**config.mk**
```make
export PLATFORM = sky130hd
export DESIGN_NAME = ubx_frame_receiver
export DESIGN_NICKNAME = d
export VERILOG_FILES = /design/src/design/ubxr_pkg.sv /design/src/design/ubxr_parser.sv /design/src/design/ubx_frame_receiver.sv
export SDC_FILE = /design/constraint.sdc
export NUM_CORES = 1
export LEC_CHECK = 0
export BUFFER_PORTS_ARGS = -buffer_cell sky130_fd_sc_hd__buf_2
export CORE_MARGIN = 3
export CORE_UTILIZATION = 50
export DETAILED_ROUTE_END_ITERATION = 12
export GPL_TIMING_DRIVEN = 0
export PLACE_DENSITY = 0.73
export SYNTH_ARGS = -nofsm -noshare
export SYNTH_HDL_FRONTEND = slang
export SYNTH_SLANG_ARGS = --single-unit
```
**constraint.sdc**
```tcl
create_clock -name clk -period 9.8 [get_ports clk]
set_clock_uncertainty 0.05 [all_clocks]
set_input_delay 0.49 -clock clk [delete_from_list [all_inputs] [get_ports clk]]
set_output_delay 0.49 -clock clk [all_outputs]
set_load 0.01 [all_outputs]
```
**src/design/ubxr_pkg.sv**
```systemverilog
// Package for the binary frame receiver: phase codes, constants and the per-byte result type.
package ubxr_pkg;

    // Sync pair and framing constants
    localparam logic [7:0]  SYNC_FIRST   = 8'hB5;
    localparam logic [7:0]  SYNC_SECOND  = 8'h62;
    localparam logic [15:0] LENGTH_EXTRA = 16'd4;
    localparam logic [15:0] LIMIT_RESET  = 16'd150;

    // Receive phase
    typedef enum logic [1:0] {
        PH_HUNT     = 2'd0,
        PH_HEADER   = 2'd1,
        PH_PAYLOAD  = 2'd2,
        PH_CHECKSUM = 2'd3
    } phase_t;

    // One result item, as produced for each received byte
    typedef struct packed {
        logic [7:0]  byte_data;
        logic        byte_in_frame;
        logic [16:0] byte_index;
        logic        frame_done;
        logic [15:0] frame_length;
        logic [7:0]  msg_class;
        logic [7:0]  msg_id;
    } result_t;

endpackage

```
**src/design/ubxr_parser.sv**
```systemverilog
// Frame parser: per-byte state update (sync hunt, header, payload, Fletcher-8 check).
module ubxr_parser (
    input  logic             clk,
    input  logic             rst_n,
    input  logic             step,
    input  logic [7:0]       rx_byte,
    input  logic [15:0]      length_limit,
    output ubxr_pkg::result_t res
);
    import ubxr_pkg::*;

    phase_t      phase_reg, phase_next;
    logic [16:0] byte_count_reg, byte_count_next;
    logic [15:0] frame_len_reg, frame_len_next;
    logic [7:0]  sum_a_reg, sum_a_next;
    logic [7:0]  sum_b_reg, sum_b_next;
    logic [7:0]  class_reg, class_next;
    logic [7:0]  id_reg, id_next;
    logic [7:0]  len_low_reg, len_low_next;

    logic [16:0] cnt_inc;
    logic [7:0]  acc_a;
    logic [7:0]  acc_b;
    logic [15:0] new_len;

    // Next state and result for the byte on rx_byte
    always_comb
    begin
        cnt_inc = byte_count_reg + 17'd1;
        acc_a   = sum_a_reg + rx_byte;
        acc_b   = sum_b_reg + acc_a;
        new_len = {rx_byte, len_low_reg} + LENGTH_EXTRA;

        phase_next      = phase_reg;
        byte_count_next = byte_count_reg;
        frame_len_next  = frame_len_reg;
        sum_a_next      = sum_a_reg;
        sum_b_next      = sum_b_reg;
        class_next      = class_reg;
        id_next         = id_reg;
        len_low_next    = len_low_reg;

        res               = '0;
        res.byte_data     = rx_byte;

        case (phase_reg)
            PH_HUNT:
            begin
                if (byte_count_reg == 17'd0)
                begin
                    if (rx_byte == SYNC_FIRST)
                        byte_count_next = 17'd1;
                end
                else
                begin
                    byte_count_next = 17'd0;
                    if (rx_byte == SYNC_SECOND)
                    begin
                        phase_next = PH_HEADER;
                        sum_a_next = 8'd0;
                        sum_b_next = 8'd0;
                        class_next = 8'd0;
                        id_next    = 8'd0;
                    end
                end
            end
            PH_HEADER:
            begin
                byte_count_next = cnt_inc;
                sum_a_next      = acc_a;
                sum_b_next      = acc_b;
                case (byte_count_reg[1:0])
                    2'd0: class_next   = rx_byte;
                    2'd1: id_next      = rx_byte;
                    2'd2: len_low_next = rx_byte;
                    default:
                    begin
                        frame_len_next = new_len;
                        if (new_len > LENGTH_EXTRA && new_len < length_limit)
                            phase_next = PH_PAYLOAD;
                        else
                        begin
                            phase_next      = PH_HUNT;
                            byte_count_next = 17'd0;
                        end
                    end
                endcase
            end
            PH_PAYLOAD:
            begin
                byte_count_next = cnt_inc;
                sum_a_next      = acc_a;
                sum_b_next      = acc_b;
                if (cnt_inc == {1'b0, frame_len_reg})
                    phase_next = PH_CHECKSUM;
            end
            default:
            begin
                // Checksum bytes: first against sum A, second against sum B
                byte_count_next = cnt_inc;
                if (cnt_inc == {1'b0, frame_len_reg} + 17'd1)
                begin
                    if (rx_byte != sum_a_reg)
                    begin
                        phase_next      = PH_HUNT;
                        byte_count_next = 17'd0;
                    end
                end
                else
                begin
                    phase_next      = PH_HUNT;
                    byte_count_next = 17'd0;
                    if (rx_byte == sum_b_reg)
                    begin
                        res.frame_done   = 1'b1;
                        res.frame_length = frame_len_reg;
                    end
                end
            end
        endcase

        if (phase_reg != PH_HUNT)
        begin
            res.byte_in_frame = 1'b1;
            res.byte_index    = byte_count_reg;
            res.msg_class     = class_next;
            res.msg_id        = id_next;
        end
    end

    // Control state
    always_ff @(posedge clk or negedge rst_n)
    begin
        if (!rst_n)
        begin
            phase_reg      <= PH_HUNT;
            byte_count_reg <= 17'd0;
            sum_a_reg      <= 8'd0;
            sum_b_reg      <= 8'd0;
            class_reg      <= 8'd0;
            id_reg         <= 8'd0;
            len_low_reg    <= 8'd0;
        end
        else if (step)
        begin
            phase_reg      <= phase_next;
            byte_count_reg <= byte_count_next;
            sum_a_reg      <= sum_a_next;
            sum_b_reg      <= sum_b_next;
            class_reg      <= class_next;
            id_reg         <= id_next;
            len_low_reg    <= len_low_next;
        end
    end

    // Frame length: written by the second length byte before any read
    always_ff @(posedge clk)
    begin
        if (step)
            frame_len_reg <= frame_len_next;
    end

    // Checks
    a_hunt_count: assert property (@(posedge clk) disable iff (!rst_n)
        phase_reg == PH_HUNT |-> byte_count_reg[16:1] == 16'd0)
        else $error("sync hunt count out of range");

    a_header_count: assert property (@(posedge clk) disable iff (!rst_n)
        phase_reg == PH_HEADER |-> byte_count_reg[16:2] == 15'd0)
        else $error("header count beyond length bytes");

    a_payload_len: assert property (@(posedge clk) disable iff (!rst_n)
        (phase_reg == PH_PAYLOAD || phase_reg == PH_CHECKSUM) |-> frame_len_reg > LENGTH_EXTRA)
        else $error("payload phase with a short frame length");

    a_done_in_check: assert property (@(posedge clk) disable iff (!rst_n)
        res.frame_done |-> phase_reg == PH_CHECKSUM)
        else $error("frame done outside checksum phase");

endmodule

```
**src/design/ubx_frame_receiver.sv**
```systemverilog
// Top level of the binary frame receiver: handshakes, limit register and result register.
//
//  channel  | handshake              | payload
//  ---------+------------------------+----------------------------------------------
//  input    | in_valid / in_ready    | rx_byte
//  result   | out_valid / out_ready  | byte_data, byte_in_frame, byte_index,
//           |                        | frame_done, frame_length, msg_class, msg_id
//  config   | cfg_we                 | cfg_wdata (length_limit)
//
// One byte per clock unless the output stalls: the parser state updates at the
// accepting edge and the result is in the result register from the next cycle.
// in_ready is high while the result register is empty or being taken, so a
// stalled output holds one result and pauses the input only after that.
// Reset clears the parser to sync hunt and sets the limit to 150.
module ubx_frame_receiver (
    input  logic        clk,
    input  logic        rst_n,
    input  logic        cfg_we,
    input  logic [15:0] cfg_wdata,
    input  logic        in_valid,
    output logic        in_ready,
    input  logic [7:0]  rx_byte,
    output logic        out_valid,
    input  logic        out_ready,
    output logic [7:0]  byte_data,
    output logic        byte_in_frame,
    output logic [16:0] byte_index,
    output logic        frame_done,
    output logic [15:0] frame_length,
    output logic [7:0]  msg_class,
    output logic [7:0]  msg_id
);
    import ubxr_pkg::*;

    logic [15:0] length_limit_reg;
    logic        out_valid_reg, out_valid_next;
    result_t     res_reg;
    result_t     res;
    logic        step;

    assign in_ready = !out_valid_reg || out_ready;
    assign step     = in_valid && in_ready;

    // Parser
    ubxr_parser u_parser (
        .clk          (clk),
        .rst_n        (rst_n),
        .step         (step),
        .rx_byte      (rx_byte),
        .length_limit (length_limit_reg),
        .res          (res)
    );

    // Limit register
    always_ff @(posedge clk or negedge rst_n)
    begin
        if (!rst_n)
            length_limit_reg <= LIMIT_RESET;
        else if (cfg_we)
            length_limit_reg <= cfg_wdata;
    end

    // Result register
    always_comb
    begin
        out_valid_next = out_valid_reg;
        if (step)
            out_valid_next = 1'b1;
        else if (out_ready)
            out_valid_next = 1'b0;
    end

    always_ff @(posedge clk or negedge rst_n)
    begin
        if (!rst_n)
            out_valid_reg <= 1'b0;
        else
            out_valid_reg <= out_valid_next;
    end

    always_ff @(posedge clk)
    begin
        if (step)
            res_reg <= res;
    end

    assign out_valid     = out_valid_reg;
    assign byte_data     = res_reg.byte_data;
    assign byte_in_frame = res_reg.byte_in_frame;
    assign byte_index    = res_reg.byte_index;
    assign frame_done    = res_reg.frame_done;
    assign frame_length  = res_reg.frame_length;
    assign msg_class     = res_reg.msg_class;
    assign msg_id        = res_reg.msg_id;

    // Checks
    a_load: assert property (@(posedge clk) disable iff (!rst_n)
        step |=> out_valid)
        else $error("accepted item left no result");

    a_done_frame: assert property (@(posedge clk) disable iff (!rst_n)
        out_valid && frame_done |-> byte_in_frame && frame_length != 16'd0)
        else $error("frame done without a frame");

    a_hunt_zero: assert property (@(posedge clk) disable iff (!rst_n)
        out_valid && !byte_in_frame |-> byte_index == 17'd0 && msg_class == 8'd0
            && msg_id == 8'd0)
        else $error("sync hunt byte carries frame fields");

endmodule

```
==> reports/qor.csv <==
stage,metric,value,unit
detailed_routing,DR vias,6729,
setup_path,Worst Path Arrival,4.36,ns
final_layout,fin area,10000,um^2
place,Cells after DPL,1133,
detailed_routing,DRT Pass-1 Iters,5,
synthesis,Synth Area in Compound Gates,13.30,%
global_route,first-pass GRT wire length,34220,um
synthesis,Synth Register Bits,151,
timing,Final Hold Violating Endpoints,0,
synthesis,Synth Area in Simple Gates,17.73,%
setup_path,critical path capture point type,flip-flop,
cts,CTS Buffer Depth,2,
timing,worst hold slack,0.2151,ns
place,routability congestion estimate,0.9130,
synthesis,Synth Area in Adders,6.133,%
global_route,GRT Resource Usage Total,23.64,%
pwr,Worst IR Drop VDD,144.2,uV
global_route,initial antenna violation count,0,
timing,Max Clk Rate,245.4,MHz
synthesis,commonest register cell after synthesis,edfxtp_1,
pwr,power per cell area,240.7,nW/um^2
cts,Worst-path clk slew,0.06,ns
synthesis,Synth top area share,26.16,%
synthesis,mux contribution to synthesized area,1.555,%
cts,setup bufs post-CTS,0,
pwr,Tot Pwr,2407,uW
final_layout,"commonest non-fill, non-tap cell in the layout",buf_2,
timing,RSZ-0062 raised after global routing,false,
timing,measured slew at the worst slew-check pin,0.7255,ns
synthesis,Syn Area/Cell,10.47,um^2
floorplan,die height,137.2,um
synthesis,"EDFF count, synth",75,
synthesis,register area share after synthesis,48.31,%
floorplan,die width,137.2,um
cts,clock sink count,151,
floorplan,die area,18830,um^2
final_layout,most frequent cells in the layout,"buf_2 (99), edfxtp_1 (75), dfrtp_1 (72), nor2_1 (59), nand2_1 (59)",
final_layout,"Area growth, synth to finish",16.19,%
floorplan,IO Pins,90,
floorplan,Rows,47,
detailed_routing,post-route ant nets,0,
timing,post-layout min period,4.076,ns
final_layout,final net count,1003,
cts,cts bufs inserted,17,
final_layout,n_diodes,0,
floorplan,core area,16700,um^2
detailed_routing,Initial DRC Count,646,
setup_path,CP Launch Type,flip-flop,
timing,max-slew violation count,0,
floorplan,Starting Density,51.55,%
synthesis,"Distinct cells, synth",76,
worst_hold_path,worst hold path class,in2reg,
pwr,LEAKAGE,0.004253,uW
synthesis,synthesized cell area,8610,um^2
synthesis,Syn. warnings,0,
final_layout,share of post-route cells with drive strength above 1,18.39,%
cts,worst skew pair latency,0.43,ns
timing,relative slew slack,51.45,%
setup_path,Setup CP Type,reg2reg,
timing,period utilization,41.59,%
timing,Final setup viols,0,
detailed_routing,WL per Instance,18.36,um
status,status,completed,
global_route,vias in the first global route,6536,
place,dpl cell area,9392,um^2
detailed_routing,routed wire length,21410,um
final_layout,Final Non-Filler Cells,1166,
timing,TNS Setup,0,ns
detailed_routing,DRC viols,0,
flow_run,max_cap viols,0,
synthesis,Yosys top cell by area,edfxtp_1,
synthesis,Post-Synth XOR/XNOR Area,8.763,%
synthesis,largest family of logic cells by synthesized area,simple AND/OR/NAND/NOR gates,
synthesis,Post-Syn Nets,892,
global_route,pin count of the biggest net entering global routing,53,
setup_path,critical path data required time,10.09,ns
cts,CTS HTree Levels,4,
cts,Root Driver,clkbuf_16,
synthesis,Syn Inst Count,822,
cts,CTS tree,yes,
place,detailed placer's ending HPWL,15540,um
final_layout,fillcell total,1419,
place,IO Port Bufs,88,
synthesis,async set or reset register ratio after synthesis,50.33,%
synthesis,ranking of synthesized cells by area,"edfxtp_1 (26%), dfrtp_1 (21%), ha_1 (5.7%)",
setup_path,worst-path fanout max,10,
detailed_routing,Via density,5.771,
global_route,gr ovfl total,0,
==> layout make-up <==
cell class	instances	area (um^2)	share of cell area [%]
clock buffers	17	425.4	4.253
clock inverters	15	176.4	1.764
inverters	40	150.1	1.501
flip-flops and latches	151	4159	41.58
plain buffers	49	212.7	2.126
well taps	220	275.3	2.752
multi-input cells	582	4093	40.91
repair buffers	92	511.7	5.116
==> metrics by stage <==
step	utilization, %	worst slack, ns
floorplan	-	6.517
global placement	55.84	5.565
detailed placement	56.23	5.782
CTS	59.90	5.741
global route	59.90	5.374
finish	59.90	5.724
==> repair_timing <==
item,CTS,global route
hold buffers,1,0
hold endpoints to repair,24,0
gates resized for setup,0,0
==> where the power goes <==
part | internal (uW) | total (uW) | switching (uW) | leakage [uW]
combinational | 344 | 875 | 531 | 0.00226
sequential | 786 | 861 | 74.9 | 0.00170
clock | 401 | 671 | 271 | 0.000291
total | 1530 | 2410 | 877 | 0.00425
==> final timing paths <==
| path | start | end | slack, ns | depth (start not counted) |
|---|---|---|---|---|
| worst max-delay path | u_parser.len_low_reg[4]$_DFFE_PN0P_ | u_parser.byte_count_reg[6]$_DFFE_PN0P_ | 5.72 | 15 |
| worst min-delay path | cfg_wdata[8] | length_limit_reg[8]$_DFFE_PN0P_ | 0.22 | 3 |
| worst max register to register | u_parser.len_low_reg[4]$_DFFE_PN0P_ | u_parser.byte_count_reg[6]$_DFFE_PN0P_ | 5.72 | 15 |
| worst min register to register | u_parser.id_reg[6]$_DFFE_PN0P_ | u_parser.id_reg[6]$_DFFE_PN0P_ | 0.45 | 1 |
| max in group asynchronous | rst_n | length_limit_reg[1]$_DFFE_PN1P_ | 8.60 | 3 |
| min in group asynchronous | rst_n | u_parser.byte_count_reg[11]$_DFFE_PN0P_ | 0.47 | 2 |
==> synthesized netlist by cell type (3+ instances only) <==
master and count:
o21ai_0 36, nand2b_1 7, and4_1 8, and3_1 13
dfstp_2 4, a31oi_1 9, nor2_1 59, dfrtp_1 72
or4_1 6, a21oi_1 27, a22oi_1 18, nand2_1 59
nor3_1 18, nand3_1 22, buf_2 12, xor2_1 27
a211oi_1 3, nor3b_1 3, xnor3_1 4, or2_2 4
mux2_2 11, nand3_2 3, ha_1 39, o21ai_1 4
nor4_1 12, o22ai_1 6, a21o_1 9, a21boi_0 3
or3_1 6, xnor2_1 47, inv_1 40, a22o_1 23
and2_1 21, edfxtp_1 75, buf_1 8, clkbuf_1 25
nor2b_1 12, nand4_1 18
==> worst max-delay path, stage by stage (launching register included) <==
cell       delay (ns)
dfrtp_1          0.32
clkbuf_1         0.29
and4_1           0.33
and3_1           0.23
nand3_1          0.17
xnor2_1          0.42
ha_1             0.34
a21oi_1          0.20
nor2b_1          0.07
o21ai_0          0.16
o2111ai_1        0.14
a211oi_1         0.32
o31ai_1          0.22
nand3_2          0.25
nand3_2          0.21
o221ai_1         0.26
==> layer usage <==
metal | wire (um) | track usage (%) | vias up
li1 | - | - | 3213
met1 | 9284 | 31.80 | 3231
met2 | 10490 | 38.28 | 235
met3 | 1167 | 5.296 | 50
met4 | 461 | 7.483 | 0
met5 | 0 | 0 | -
==> kinds of logic after synthesis <==
family | Yosys count
buffers and inverters | 89
XOR/XNOR | 79
flip-flops | 151
adder cells (fa/ha/maj) | 41
AO/OA/AOI/OAI | 166
multiplexers | 12
AND/OR/NAND/NOR | 284
(Power assumes the default switching activity.)
